$ cat src/rtl/core/assert_macros.svh
// Assertion macros shared by the decoder RTL.
// Depends on nothing; included inside module bodies.
`ifndef ASSERT_MACROS_SVH
`define ASSERT_MACROS_SVH
// implication check, clocked on clock, off during reset
`define CHK_IMPL(label, ante, cons, msg) \
   label: assert property (@(posedge clock) disable iff (reset) (ante) |-> (cons)) \
      else $error(msg);
// next-cycle implication check
`define CHK_NEXT(label, ante, cons, msg) \
   label: assert property (@(posedge clock) disable iff (reset) (ante) |=> (cons)) \
      else $error(msg);
`endif

$ cat src/rtl/core/x86dec_pkg.sv
// Package for the 8086 decoder: operand kinds, modes, phases, decode table.
// No dependencies.
`default_nettype none
package x86dec_pkg;
   localparam logic [2:0] MD_BAD = 3'd0, MD_OP = 3'd1, MD_GRP = 3'd2, MD_SEG = 3'd3,
      MD_PRE = 3'd4, MD_BCD = 3'd5, MD_ESC = 3'd6;
   localparam logic [5:0] KAL = 6'd0, KCL = 6'd1, KDL = 6'd2, KBL = 6'd3, KAH = 6'd4,
      KCH = 6'd5, KDH = 6'd6, KBH = 6'd7, KAX = 6'd8, KCX = 6'd9, KDX = 6'd10,
      KBX = 6'd11, KSP = 6'd12, KBP = 6'd13, KSI = 6'd14, KDI = 6'd15, KES = 6'd16,
      KCS = 6'd17, KSS = 6'd18, KDS = 6'd19, K1 = 6'd20, K3 = 6'd21, KIB = 6'd22,
      KIS = 6'd23, KJB = 6'd24, KIW = 6'd25, KAN = 6'd26, KMN = 6'd27, KAF = 6'd28,
      KRB = 6'd29, KRW = 6'd30, KRS = 6'd31, KEB = 6'd32, KEW = 6'd33, KNO = 6'd36;
   localparam logic [6:0] NBAD = 7'd0, NMOV = 7'd2, NXCHG = 7'd3, NXLAT = 7'd4,
      NPUSH = 7'd5, NPOP = 7'd6, NIN = 7'd7, NOUT = 7'd8, NLEA = 7'd9, NLDS = 7'd10,
      NLES = 7'd11, NLAHF = 7'd12, NSAHF = 7'd13, NPUSHF = 7'd14, NPOPF = 7'd15,
      NADD = 7'd16, NADC = 7'd17, NINC = 7'd18, NAAA = 7'd19, NDAA = 7'd20, NSUB = 7'd21,
      NSBB = 7'd22, NDEC = 7'd23, NNEG = 7'd24, NCMP = 7'd25, NAAS = 7'd26, NDAS = 7'd27,
      NMUL = 7'd28, NIMUL = 7'd29, NAAM = 7'd30, NDIV = 7'd31, NIDIV = 7'd32,
      NAAD = 7'd33, NCBW = 7'd34, NCWD = 7'd35, NNOT = 7'd36, NAND = 7'd37, NOR = 7'd38,
      NXOR = 7'd39, NTEST = 7'd40, NSHL = 7'd41, NSHR = 7'd42, NSAR = 7'd43,
      NROL = 7'd44, NROR = 7'd45, NRCL = 7'd46, NRCR = 7'd47, NREPZ = 7'd48,
      NREPNZ = 7'd49, NMOVSB = 7'd50, NCMPSB = 7'd51, NSCASB = 7'd52, NSTOSB = 7'd53,
      NLODSB = 7'd54, NMOVSW = 7'd55, NCMPSW = 7'd56, NSCASW = 7'd57, NSTOSW = 7'd58,
      NLODSW = 7'd59, NCALL = 7'd60, NCALLF = 7'd61, NRET = 7'd62, NRETF = 7'd63,
      NJMP = 7'd64, NJMPF = 7'd65, NJA = 7'd66, NJNB = 7'd67, NJB = 7'd68, NJBE = 7'd69,
      NJG = 7'd70, NJGE = 7'd71, NJL = 7'd72, NJLE = 7'd73, NJZ = 7'd74, NJNZ = 7'd75,
      NJO = 7'd76, NJNO = 7'd77, NJPE = 7'd78, NJPO = 7'd79, NJS = 7'd80, NJNS = 7'd81,
      NLOOP = 7'd82, NLOOPNZ = 7'd83, NLOOPZ = 7'd84, NJCXZ = 7'd85, NINT = 7'd86,
      NINTO = 7'd87, NIRET = 7'd88, NSTC = 7'd89, NCLC = 7'd90, NCMC = 7'd91,
      NSTD = 7'd92, NCLD = 7'd93, NSTI = 7'd94, NCLI = 7'd95, NHLT = 7'd96,
      NWAIT = 7'd97, NLOCK = 7'd98, NESC = 7'd99, NNOP = 7'd100, NSEG = 7'd1;
   localparam logic [3:0] P_OP = 4'd0, P_MODRM = 4'd1, P_BASE = 4'd2, P_DLO = 4'd3,
      P_DHI = 4'd4, P_ILO = 4'd5, P_IHI = 4'd6, P_SLO = 4'd7, P_SHI = 4'd8,
      P_END = 4'd9;
   localparam logic [1:0] SZ_BYTE = 2'd0, SZ_WORD = 2'd1, SZ_NONE = 2'd2;

   typedef struct packed {
      logic [2:0] mode;
      logic [6:0] mn;
      logic [5:0] a1;
      logic [5:0] a2;
   } entry_type;

   typedef struct packed {
      logic [2:0] mode;
      logic [6:0] mn;
      logic [5:0] a1;
      logic [5:0] a2;
      logic [1:0] dlen;
      logic [1:0] ilen;
      logic modrm;
      logic far;
   } dec_type;

   function automatic entry_type op_e(input logic [6:0] m, input logic [5:0] a,
                                      input logic [5:0] b);
      return '{MD_OP, m, a, b};
   endfunction

   function automatic logic [6:0] group_mn(input logic [1:0] g, input logic [2:0] r);
      logic [6:0] t0 [8];
      logic [6:0] t1 [8];
      logic [6:0] t2 [8];
      logic [6:0] t3 [8];
      t0 = '{NADD, NOR, NADC, NSBB, NAND, NSUB, NXOR, NCMP};
      t1 = '{NROL, NROR, NRCL, NRCR, NSHL, NSHR, NBAD, NSAR};
      t2 = '{NTEST, NBAD, NNOT, NNEG, NMUL, NIMUL, NDIV, NIDIV};
      t3 = '{NINC, NDEC, NCALL, NCALLF, NJMP, NJMPF, NPUSH, NBAD};
      case (g)
         2'd0: return t0[r];
         2'd1: return t1[r];
         2'd2: return t2[r];
         default: return t3[r];
      endcase
   endfunction

   function automatic entry_type optab(input logic [7:0] op);
      logic [6:0] alu [8];
      logic [6:0] jcc [16];
      entry_type e;
      alu = '{NADD, NOR, NADC, NSBB, NAND, NSUB, NXOR, NCMP};
      jcc = '{NJO, NJNO, NJB, NJNB, NJZ, NJNZ, NJBE, NJA,
              NJS, NJNS, NJPE, NJPO, NJL, NJGE, NJLE, NJG};
      e = '{MD_BAD, NBAD, KNO, KNO};
      if (op < 8'h40 && op[2:0] < 3'd6) begin
         case (op[2:0])
            3'd0: e = op_e(alu[op[5:3]], KEB, KRB);
            3'd1: e = op_e(alu[op[5:3]], KEW, KRW);
            3'd2: e = op_e(alu[op[5:3]], KRB, KEB);
            3'd3: e = op_e(alu[op[5:3]], KRW, KEW);
            3'd4: e = op_e(alu[op[5:3]], KAL, KIB);
            default: e = op_e(alu[op[5:3]], KAX, KIW);
         endcase
      end else if (op[7:4] == 4'h4) begin
         e = op_e(op[3] ? NDEC : NINC, {3'b001, op[2:0]}, KNO);
      end else if (op[7:4] == 4'h5) begin
         e = op_e(op[3] ? NPOP : NPUSH, {3'b001, op[2:0]}, KNO);
      end else if (op[7:4] == 4'h7) begin
         e = op_e(jcc[op[3:0]], KJB, KNO);
      end else if (op[7:4] == 4'hb) begin
         e = op_e(NMOV, op[3] ? {3'b001, op[2:0]} : {3'b000, op[2:0]}, op[3] ? KIW : KIB);
      end else if (op[7:3] == 5'b10010 && op[2:0] != 3'd0) begin
         e = op_e(NXCHG, {3'b001, op[2:0]}, KAX);
      end else if (op[7:3] == 5'b11011) begin
         e = '{MD_ESC, NESC, KNO, KEB};
      end else begin
         case (op)
            8'h06: e = op_e(NPUSH, KES, KNO);
            8'h07: e = op_e(NPOP, KES, KNO);
            8'h0e: e = op_e(NPUSH, KCS, KNO);
            8'h16: e = op_e(NPUSH, KSS, KNO);
            8'h17: e = op_e(NPOP, KSS, KNO);
            8'h1e: e = op_e(NPUSH, KDS, KNO);
            8'h1f: e = op_e(NPOP, KDS, KNO);
            8'h26: e = '{MD_SEG, {1'b0, KES}, KNO, KNO};
            8'h2e: e = '{MD_SEG, {1'b0, KCS}, KNO, KNO};
            8'h36: e = '{MD_SEG, {1'b0, KSS}, KNO, KNO};
            8'h3e: e = '{MD_SEG, {1'b0, KDS}, KNO, KNO};
            8'h27: e = op_e(NDAA, KNO, KNO);
            8'h2f: e = op_e(NDAS, KNO, KNO);
            8'h37: e = op_e(NAAA, KNO, KNO);
            8'h3f: e = op_e(NAAS, KNO, KNO);
            8'h80: e = '{MD_GRP, 7'd0, KEB, KIB};
            8'h81: e = '{MD_GRP, 7'd0, KEW, KIW};
            8'h82: e = '{MD_GRP, 7'd0, KEB, KIB};
            8'h83: e = '{MD_GRP, 7'd0, KEW, KIS};
            8'h84: e = op_e(NTEST, KRB, KEB);
            8'h85: e = op_e(NTEST, KRW, KEW);
            8'h86: e = op_e(NXCHG, KRB, KEB);
            8'h87: e = op_e(NXCHG, KRW, KEW);
            8'h88: e = op_e(NMOV, KEB, KRB);
            8'h89: e = op_e(NMOV, KEW, KRW);
            8'h8a: e = op_e(NMOV, KRB, KEB);
            8'h8b: e = op_e(NMOV, KRW, KEW);
            8'h8c: e = op_e(NMOV, KEW, KRS);
            8'h8d: e = op_e(NLEA, KRW, KEW);
            8'h8e: e = op_e(NMOV, KRS, KEW);
            8'h8f: e = op_e(NPOP, KEW, KNO);
            8'h90: e = op_e(NNOP, KNO, KNO);
            8'h98: e = op_e(NCBW, KNO, KNO);
            8'h99: e = op_e(NCWD, KNO, KNO);
            8'h9a: e = op_e(NCALL, KAF, KNO);
            8'h9b: e = op_e(NWAIT, KNO, KNO);
            8'h9c: e = op_e(NPUSHF, KNO, KNO);
            8'h9d: e = op_e(NPOPF, KNO, KNO);
            8'h9e: e = op_e(NSAHF, KNO, KNO);
            8'h9f: e = op_e(NLAHF, KNO, KNO);
            8'ha0: e = op_e(NMOV, KAL, KMN);
            8'ha1: e = op_e(NMOV, KAX, KMN);
            8'ha2: e = op_e(NMOV, KMN, KAL);
            8'ha3: e = op_e(NMOV, KMN, KAX);
            8'ha4: e = op_e(NMOVSB, KNO, KNO);
            8'ha5: e = op_e(NMOVSW, KNO, KNO);
            8'ha6: e = op_e(NCMPSB, KNO, KNO);
            8'ha7: e = op_e(NCMPSW, KNO, KNO);
            8'ha8: e = op_e(NTEST, KAL, KIB);
            8'ha9: e = op_e(NTEST, KAX, KIW);
            8'haa: e = op_e(NSTOSB, KNO, KNO);
            8'hab: e = op_e(NSTOSW, KNO, KNO);
            8'hac: e = op_e(NLODSB, KNO, KNO);
            8'had: e = op_e(NLODSW, KNO, KNO);
            8'hae: e = op_e(NSCASB, KNO, KNO);
            8'haf: e = op_e(NSCASW, KNO, KNO);
            8'hc2: e = op_e(NRET, KIW, KNO);
            8'hc3: e = op_e(NRET, KNO, KNO);
            8'hc4: e = op_e(NLES, KRW, KEW);
            8'hc5: e = op_e(NLDS, KRW, KEW);
            8'hc6: e = op_e(NMOV, KEB, KIB);
            8'hc7: e = op_e(NMOV, KEW, KIW);
            8'hca: e = op_e(NRETF, KIW, KNO);
            8'hcb: e = op_e(NRETF, KNO, KNO);
            8'hcc: e = op_e(NINT, K3, KNO);
            8'hcd: e = op_e(NINT, KIB, KNO);
            8'hce: e = op_e(NINTO, KNO, KNO);
            8'hcf: e = op_e(NIRET, KNO, KNO);
            8'hd0: e = '{MD_GRP, 7'd1, KEB, K1};
            8'hd1: e = '{MD_GRP, 7'd1, KEW, K1};
            8'hd2: e = '{MD_GRP, 7'd1, KEB, KCL};
            8'hd3: e = '{MD_GRP, 7'd1, KEW, KCL};
            8'hd4: e = '{MD_BCD, NAAM, KNO, KNO};
            8'hd5: e = '{MD_BCD, NAAD, KNO, KNO};
            8'hd7: e = op_e(NXLAT, KNO, KNO);
            8'he0: e = op_e(NLOOPNZ, KJB, KNO);
            8'he1: e = op_e(NLOOPZ, KJB, KNO);
            8'he2: e = op_e(NLOOP, KJB, KNO);
            8'he3: e = op_e(NJCXZ, KJB, KNO);
            8'he4: e = op_e(NIN, KAL, KIB);
            8'he5: e = op_e(NIN, KAX, KIB);
            8'he6: e = op_e(NOUT, KIB, KAL);
            8'he7: e = op_e(NOUT, KIB, KAX);
            8'he8: e = op_e(NCALL, KAN, KNO);
            8'he9: e = op_e(NJMP, KAN, KNO);
            8'hea: e = op_e(NJMP, KAF, KNO);
            8'heb: e = op_e(NJMP, KJB, KNO);
            8'hec: e = op_e(NIN, KAL, KDX);
            8'hed: e = op_e(NIN, KAX, KDX);
            8'hee: e = op_e(NOUT, KDX, KAL);
            8'hef: e = op_e(NOUT, KDX, KAX);
            8'hf0: e = '{MD_PRE, NLOCK, KNO, KNO};
            8'hf2: e = '{MD_PRE, NREPNZ, KNO, KNO};
            8'hf3: e = '{MD_PRE, NREPZ, KNO, KNO};
            8'hf4: e = op_e(NHLT, KNO, KNO);
            8'hf5: e = op_e(NCMC, KNO, KNO);
            8'hf6: e = '{MD_GRP, 7'd2, KEB, KNO};
            8'hf7: e = '{MD_GRP, 7'd2, KEW, KNO};
            8'hf8: e = op_e(NCLC, KNO, KNO);
            8'hf9: e = op_e(NSTC, KNO, KNO);
            8'hfa: e = op_e(NCLI, KNO, KNO);
            8'hfb: e = op_e(NSTI, KNO, KNO);
            8'hfc: e = op_e(NCLD, KNO, KNO);
            8'hfd: e = op_e(NSTD, KNO, KNO);
            8'hfe: e = '{MD_GRP, 7'd3, KEB, KNO};
            8'hff: e = '{MD_GRP, 7'd3, KEW, KNO};
            default: e = '{MD_BAD, NBAD, KNO, KNO};
         endcase
      end
      return e;
   endfunction

   function automatic logic is_modrm_kind(input logic [5:0] k);
      return k >= KRB && k <= KEW;
   endfunction

   function automatic dec_type decode(input logic [7:0] op, input logic [7:0] modrm);
      entry_type e;
      dec_type d;
      logic [5:0] ks [2];
      e = optab(op);
      d = '{e.mode, e.mn, e.a1, e.a2, 2'd0, 2'd0, 1'b0, 1'b0};
      if (e.mode == MD_GRP) begin
         if (op[7:1] == 7'h7b && modrm[5:3] == 3'd0) d.a2 = op[0] ? KIW : KIB;
         d.mn = group_mn(e.mn[1:0], modrm[5:3]);
      end
      d.modrm = e.mode == MD_GRP || e.mode == MD_ESC || is_modrm_kind(d.a1)
         || is_modrm_kind(d.a2);
      ks = '{d.a1, d.a2};
      for (int i = 0; i < 2; i++) begin
         if ((ks[i] == KEB || ks[i] == KEW) && modrm[7:6] != 2'd3) begin
            if (modrm[7:6] == 2'd1) d.dlen = 2'd1;
            else if (modrm[7:6] == 2'd2 || modrm[2:0] == 3'd6) d.dlen = 2'd2;
         end
         if (ks[i] == KMN) d.dlen = 2'd2;
         if (ks[i] == KIB || ks[i] == KIS || ks[i] == KJB) d.ilen = 2'd1;
         if (ks[i] == KIW || ks[i] == KAN || ks[i] == KAF) d.ilen = 2'd2;
         if (ks[i] == KAF) d.far = 1'b1;
      end
      return d;
   endfunction

   function automatic logic phase_used(input logic [3:0] p, input dec_type d);
      case (p)
         P_MODRM: return d.modrm;
         P_BASE: return d.mode == MD_BCD;
         P_DLO: return d.dlen >= 2'd1;
         P_DHI: return d.dlen == 2'd2;
         P_ILO: return d.ilen >= 2'd1;
         P_IHI: return d.ilen == 2'd2;
         P_SLO, P_SHI: return d.far;
         default: return 1'b0;
      endcase
   endfunction

   function automatic logic [1:0] size_step(input logic [1:0] t, input logic [5:0] k,
                                            input logic [1:0] md);
      if (k == KIB || k == KJB) return SZ_BYTE;
      if (k == KIS || k == KIW || k == KAN || k == KMN || k == KAF) return SZ_WORD;
      if (k == KRB || k == KRW || k == KRS) return SZ_NONE;
      if (k == KEB || k == KEW) begin
         if (md == 2'd3) return SZ_NONE;
         if (t != SZ_NONE) return (k == KEW) ? SZ_WORD : SZ_BYTE;
      end
      return t;
   endfunction

   typedef struct packed {
      logic [15:0] instr_address;
      logic [7:0]  opcode;
      logic [6:0]  mnemonic_id;
      logic [5:0]  first_operand_kind;
      logic [5:0]  second_operand_kind;
      logic [1:0]  mod_field;
      logic [2:0]  reg_field;
      logic [2:0]  rm_field;
      logic [15:0] displacement;
      logic [15:0] immediate;
      logic [1:0]  size_mark;
      logic [15:0] branch_target;
   } record_type;
endpackage
`default_nettype wire

$ cat src/rtl/core/x86dec_outreg.sv
// Result register with skid stage on the response channel.
// Depends on x86dec_pkg and assert_macros.svh.
`default_nettype none
module x86dec_outreg (
   input  wire logic clock,
   input  wire logic reset,
   input  wire logic in_valid,
   input  x86dec_pkg::record_type in_rec,
   output logic space,
   output logic out_valid,
   input  wire logic out_ready,
   output x86dec_pkg::record_type out_rec
);
   import x86dec_pkg::*;
   `include "assert_macros.svh"

   logic main_v_ff, main_v_in, skid_v_ff, skid_v_in;
   record_type main_ff, skid_ff;

   assign space = !skid_v_ff;
   assign out_valid = main_v_ff;
   assign out_rec = main_ff;

   always_comb begin
      main_v_in = main_v_ff;
      skid_v_in = skid_v_ff;
      if (!main_v_ff || out_ready) begin
         main_v_in = skid_v_ff || in_valid;
         skid_v_in = 1'b0;
      end else if (in_valid) begin
         skid_v_in = 1'b1;
      end
   end

   always_ff @(posedge clock) begin
      if (reset) begin
         main_v_ff <= 1'b0;
         skid_v_ff <= 1'b0;
      end else begin
         main_v_ff <= main_v_in;
         skid_v_ff <= skid_v_in;
      end
      if (!main_v_ff || out_ready) main_ff <= skid_v_ff ? skid_ff : in_rec;
      else if (in_valid) skid_ff <= in_rec;
   end

   `CHK_IMPL(a_skid_main, skid_v_ff, main_v_ff, "skid full with main empty")
   `CHK_NEXT(a_hold, out_valid && !out_ready, out_valid, "result dropped")
endmodule
`default_nettype wire

$ cat config.mk
export PLATFORM = sky130hd
export DESIGN_NAME = x86dec_outreg
export DESIGN_NICKNAME = d
export VERILOG_FILES = /design/src/rtl/core/x86dec_pkg.sv /design/src/rtl/core/x86dec_outreg.sv
export VERILOG_INCLUDE_DIRS = /design/src /design/src/rtl/core
export SDC_FILE = /design/constraint.sdc
export NUM_CORES = 1
export LEC_CHECK = 0
export BUFFER_PORTS_ARGS = -buffer_cell sky130_fd_sc_hd__buf_2
export CORE_MARGIN = 2
export CORE_UTILIZATION = 47
export DETAILED_ROUTE_END_ITERATION = 10
export GPL_TIMING_DRIVEN = 0
export PLACE_DENSITY = 0.82
export SLEW_MARGIN = 20
export SYNTH_ARGS = -nofsm -noshare
export SYNTH_HDL_FRONTEND = slang
export SYNTH_SLANG_ARGS = --single-unit
$ cat constraint.sdc
create_clock -name clock -period 8.5 [get_ports clock]
set_clock_uncertainty 0.1 [all_clocks]
set_input_delay 1.7 -clock clock [delete_from_list [all_inputs] [get_ports clock]]
set_output_delay 1.7 -clock clock [all_outputs]
set_load 0.02 [all_outputs]
==> results of run 1 <==
[critical path, delay by kind of cell (launching register included)]
family	cells	cell delay, ps
buf+inv	4	690
flops	1	400
[cell families after synthesis]
family	share of synthesized area
mux	0.1542
compound gates	0.0006779
simple gates	0.002545
buf+inv	0.01476
flops	0.8278
[power by group]
| group | internal [uW] | switching, uW |
|---|---|---|
| combinational | 72.7 | 106 |
| sequential | 1160 | 12.8 |
| clock | 514 | 349 |
[state kept, by name (all words and copies together) (netlist names)]
register	cells
skid_v_ff	1
out_valid	1
skid_ff	101
out_rec	101
[how the worst min path moves through the flow]
stage / from / end / slack [ps] / cells past startpoint
final: skid_ff[50] / out_rec[50] / 440 / 1
after global routing: skid_ff[45] / out_rec[45] / 460 / 1
after CTS: skid_ff[63] / out_rec[63] / 450 / 1
after floorplan: skid_ff[30] / out_rec[30] / 420 / 1
after detailed placement: skid_ff[63] / out_rec[63] / 430 / 1
after global placement: skid_ff[71] / out_rec[71] / 430 / 1
[per-layer routing]
metal,routed length [microns],share of wire,GRT usage,up-vias
met4,381,0.027,0.04923,0
met3,1079,0.077,0.04831,28
met1,5500,0.39,0.1996,1883
met2,7107,0.51,0.2836,151
met5,0,0,0,-
li1,-,-,-,1769
[area by class of cell]
cell class,instances,area (sq um),area share
plain buffers,11,101.3,0.01068
flip-flops and latches,204,6106,0.6436
inverters,2,7.507,0.0007913
clock inverters,8,86.33,0.009100
clock buffers,28,551.8,0.05816
multi-input cells,106,1176,0.1240
repair buffers,213,1194,0.1258
well taps,211,264.0,0.02783
[layout by cell type, fill, tap and decap left out]
master,count
nand2b_4,1
buf_16,5
buf_6,7
mux2_2,101
nor2_4,1
inv_1,2
edfxtp_1,202
bufinv_16,2
clkinv_1,3
nor2_1,1
buf_2,210
buf_4,1
dfxtp_1,2
clkbuf_1,7
clkbuf_16,21
nor3_1,1
buf_12,1
clkinv_2,3
a21oi_1,1
[per-stage QoR]
stage          setup WS (ps)  total power (uW)  cell area [sq um]
3_3_place_gp           -2417              1368               8678
2_1_floorplan          358.2              1294               7378
4_1_cts                 5054              2241               9487
6_report                5132              2217               9487
5_1_grt                 5026              2293               9487
3_5_place_dp            4699              1378               8848
==> qor.yml, run 1 <==
die:
  initial_core_util: 0.4834
  core_sq_um: 15260
  row_count: 45
  dieHeight_microns: 129.3
  fp.dieArea_sq_um: 16710
  io-pin-count: 208
  die_w_microns: 129.3
synth:
  synth_area_sq_um: 7376
  synth.cells.most_frequent: "202 x edfxtp_1, 101 x mux2_2, 7 x buf_6, 3 x buf_2"
  synth_seq_area_share: 0.8278
  ys_async_sr_fraction: 0
  netlist.top_cell.by_area: "edfxtp_1"
  synth_ff_type: "edfxtp_1"
  netlist_instances: 323
  synth-warning-count: 0
  synth_top_area_frac: 0.8224
  synthDistinctLibCells: 11
  yosys_register_bits: 204
  postSynthAreaPerCell_sq_um: 22.84
  synth-edff-count: 202
  synth_most_common_cell: "edfxtp_1"
  synthTopCellsByArea: "edfxtp_1 82%, mux2_2 15%, buf_6 1.1%, dfxtp_1 0.54%, buf_2 0.20%"
  syn-num-nets: 428
critical_path:
  crit_path_max_incr_delay_ps: 400
  crit_arrival_ps: 1570
  crit_end: "space"
  crit_type: "reg2out"
  r2r_slack_ps: 6210
  worstPathCellList: "buf_4, buf_6, inv_1, buf_2"
  rr_worst_depth: 5
  setup.worst_path.start: "skid_v_ff"
  r2r_start: "out_valid"
  crit_slowest_cell: "dfxtp_1"
  timing.rr.end: "skid_ff[6]"
  cp-end-kind: "primary output"
  start_kind: "register"
  worstPathRequired_ps: 6700
  cp_max_fo: 10
global_routing:
  antenna_found_initial: 0
  grt_max_degree: 48
  grt-ovfl-total: 0
  grt_first_pass_wirelength_microns: 21130
  grt_usage: 0.1637
  grt_pass1_vias: 4039
sta:
  worstMarginPinSlew_ps: 632.8
  final_hold_viol_count: 0
  grt_setup_unrepaired: "no"
  setup_viol: 0
  max_freq_ghz: 0.2969
  hold_ws_ps: 444.2
  final-max-slew-violation-count: 0
  slew_headroom: 0.5771
  final.period_utilization: 0.3963
  timing.setup.tns_ps: 0
  fin_crit_ps: 3368
detailed_routing:
  vias: 3831
  dr.first_iter.drc_count: 205
  routedWlPerCell_microns: 17.97
  avgViaCountPerCell: 4.893
  drt.antenna.violating_nets: 0
  firstDrtPassIters: 4
  wirelength_microns: 14070
  drc_errors: 0
cts:
  clock_path_buffers: 3
  cts_setup_buffers: 0
  numCtsBuffers: 21
  hold_buffers: 0
  cts_tree: "built"
  cts_htree_levels: 1
  clk_pin_slew_ps: 60
  cts-root-buf: "clkbuf_16"
  clkSinkCount: 204
  post_cts_resized: 0
  clock_latency_ps: 480
place:
  port_buffers: 207
  placed_cells: 747
  gp_congestion: 0.7450
  hpwl_microns: 9628
run_status:
  status: "finished, final reports clean"
power_and_ir_drop:
  p_leak_uw: 0.003622
  vdd_drop_max_uv: 155.4
  p_per_area_nw_per_um2: 233.7
flow_run:
  maxCapViolations: 0
finish:
  utilization: 0.6217
  n_fill_cell: 1078
  finalNetCount: 664
  antennaDiodeCount: 0
  drive_gt1_frac: 0.6171
  finalNonFillerCells: 783
  areaGrowthSynthToFinish_pct: 28.62
min_path:
  hold_class: "reg2reg"
Power figures use the tool's default switching activity.
==> run 2, diff against run 1 <==
==> constraint.sdc (replaced) <==
create_clock -name clock -period 2.9 [get_ports clock]
set_clock_uncertainty 0.1 [all_clocks]
set_input_delay 0.58 -clock clock [delete_from_list [all_inputs] [get_ports clock]]
set_output_delay 0.58 -clock clock [all_outputs]
set_load 0.02 [all_outputs]
==> qor.yml, run 2 (synthesis gave the netlist of run 1 again) <==
detailed_routing:
  routedWlPerCell_microns: 18.05  # +0.45%
  firstDrtPassIters: 4  # unchanged
  dr.first_iter.drc_count: 205  # unchanged
  avgViaCountPerCell: 4.954  # +1.3%
  drc_errors: 0  # unchanged
  wirelength_microns: 14150  # +0.58%
  drt.antenna.violating_nets: 0  # unchanged
  vias: 3884  # +1.4%
finish:
  final_cell_mix: "210 x buf_2, 202 x edfxtp_1, 101 x mux2_2"
  finalNonFillerCells: 784  # +0.13%
  final_cell_area_sq_um: 9489  # about the same
  finalNetCount: 664  # unchanged
  mostFrequentLayoutCell: "buf_2"
  drive_gt1_frac: 0.6195  # +0.002413
  areaGrowthSynthToFinish_pct: 28.65  # about the same
  n_fill_cell: 1131  # +4.9%
  antennaDiodeCount: 0  # unchanged
power_and_ir_drop:
  vdd_drop_max_uv: 547.5  # +250%
  p_leak_uw: 0.003626  # +0.11%
  power_uw: 6515  # +190%
  p_per_area_nw_per_um2: 686.6  # +190%
sta:
  slew_headroom: 0.6462  # +0.06904
  worstMarginPinSlew_ps: 529.5  # -103.3 ps
  setup_viol: 0  # unchanged
  final.period_utilization: 0.7564
  final-max-slew-violation-count: 0  # unchanged
  max_freq_ghz: 0.4559
  final_hold_viol_count: 0  # unchanged
  finalWorstSetupSlack_ps: 706.4  # -4425 ps
  timing.setup.tns_ps: 0  # unchanged
  grt_setup_unrepaired: "no"
  fin_crit_ps: 2194
die:
  initial_core_util: 0.4834  # unchanged
  io-pin-count: 208  # unchanged
  die_w_microns: 129.3  # unchanged
  dieHeight_microns: 129.3  # unchanged
  core_sq_um: 15260  # unchanged
  row_count: 45  # unchanged
  fp.dieArea_sq_um: 16710  # unchanged
global_routing:
  globalRouteMet3Util: 0.05161  # +0.003303
  grt_pass1_vias: 4149  # +2.7%
  grt_max_degree: 51  # +6.3%
  grt-ovfl-total: 0  # unchanged
  antenna_found_initial: 0  # unchanged
  grt.busiest_layer: "met2"
  grtUsageMet2: 0.2827  # -0.0009288
  grt_first_pass_wirelength_microns: 21530  # +1.9%
  grt_usage: 0.1661  # +0.002406
  gr-usage-met1: 0.2064  # +0.006823
cts:
  clock_path_buffers: 3  # unchanged
  cts-root-buf: "clkbuf_16"
  cts_htree_levels: 1  # unchanged
  hold_buffers: 0  # unchanged
  numCtsBuffers: 21  # unchanged
  clkSinkCount: 204  # unchanged
  cts_tree: "built"
  clock_latency_ps: 480  # about the same
  post_cts_resized: 0  # unchanged
  clk_pin_slew_ps: 60  # about the same
  cts_setup_buffers: 0  # unchanged
place:
  placed_cells: 747  # unchanged
  gp_congestion: 0.6991  # -6.2%
  dpl_cell_area_sq_um: 8841  # about the same
  place_ws_ps: 485.2  # -4214 ps
  port_buffers: 207  # unchanged
  hpwl_microns: 9693  # +0.67%
critical_path:
  r2r_slack_ps: 910  # -5300 ps
  cp-end-kind: "primary output"
  worstPathRequired_ps: 2220  # -4480 ps
  crit_arrival_ps: 1510  # -60 ps
  crit_type: "reg2out"
  cp_max_fo: 10  # unchanged
  start_kind: "register"
run_status:
  status: "finished, final reports clean"
flow_run:
  maxCapViolations: 0  # unchanged
min_path:
  hold_class: "in2reg"
-- run 2: cell types whose count changed in the layout (fill, tap and decap cells not counted), sizes merged --
cell / delta
inv: +1
clkinv: +1
clkbuf: -1
-- run 2: path summary, 6_finish.rpt --
| check | start | endpoint | cells after the start |
|---|---|---|---|
| setup / recovery | skid_v_ff | space | 4 |
| hold / removal | reset | out_valid | 2 |
| setup reg to reg | out_valid | skid_ff[36] | 4 |
| hold reg to reg | skid_ff[21] | out_rec[21] | 1 |
-- run 2: per-layer routing --
| metal | vias to the layer above | routed length [microns] |
|---|---|---|
| li1 | 1780 | - |
| met1 | 1909 | 5590 |
| met2 | 163 | 7036 |
| met3 | 32 | 1134 |
| met4 | 0 | 388 |
| met5 | - | 0 |
-- run 2: final cells by class --
cell class	count	area, sq um	share of cell area
clock inverter	10	100.1	0.01055
clock buffer	27	548.0	0.05775
tap	211	264.0	0.02782
timing repair buffer	213	1186	0.1250
inverter	2	7.507	0.0007911
buffer	11	101.3	0.01068
multi-input combinational	106	1176	0.1239
sequential	204	6106	0.6435
-- run 2: critical path, stage by stage (launching register included) --
cell	delay, ps
dfxtp_1	380
buf_4	270
buf_6	190
inv_1	40
buf_2	150
-- run 2: where the power goes --
group / internal (uW) / switching (uW) / leakage, uW
Combinational: 212 / 310 / 0.00133
Sequential: 3410 / 37.8 / 0.00198
Clock: 1510 / 1030 / 0.000319
-- run 2: through the flow --
stage          hold WS, ps  utilization
6_report             179.2       0.6219
3_3_place_gp         428.6       0.5696
3_5_place_dp         431.5       0.5794
4_1_cts              160.9       0.6219
5_1_grt              160.4       0.6219
2_1_floorplan        423.1            -
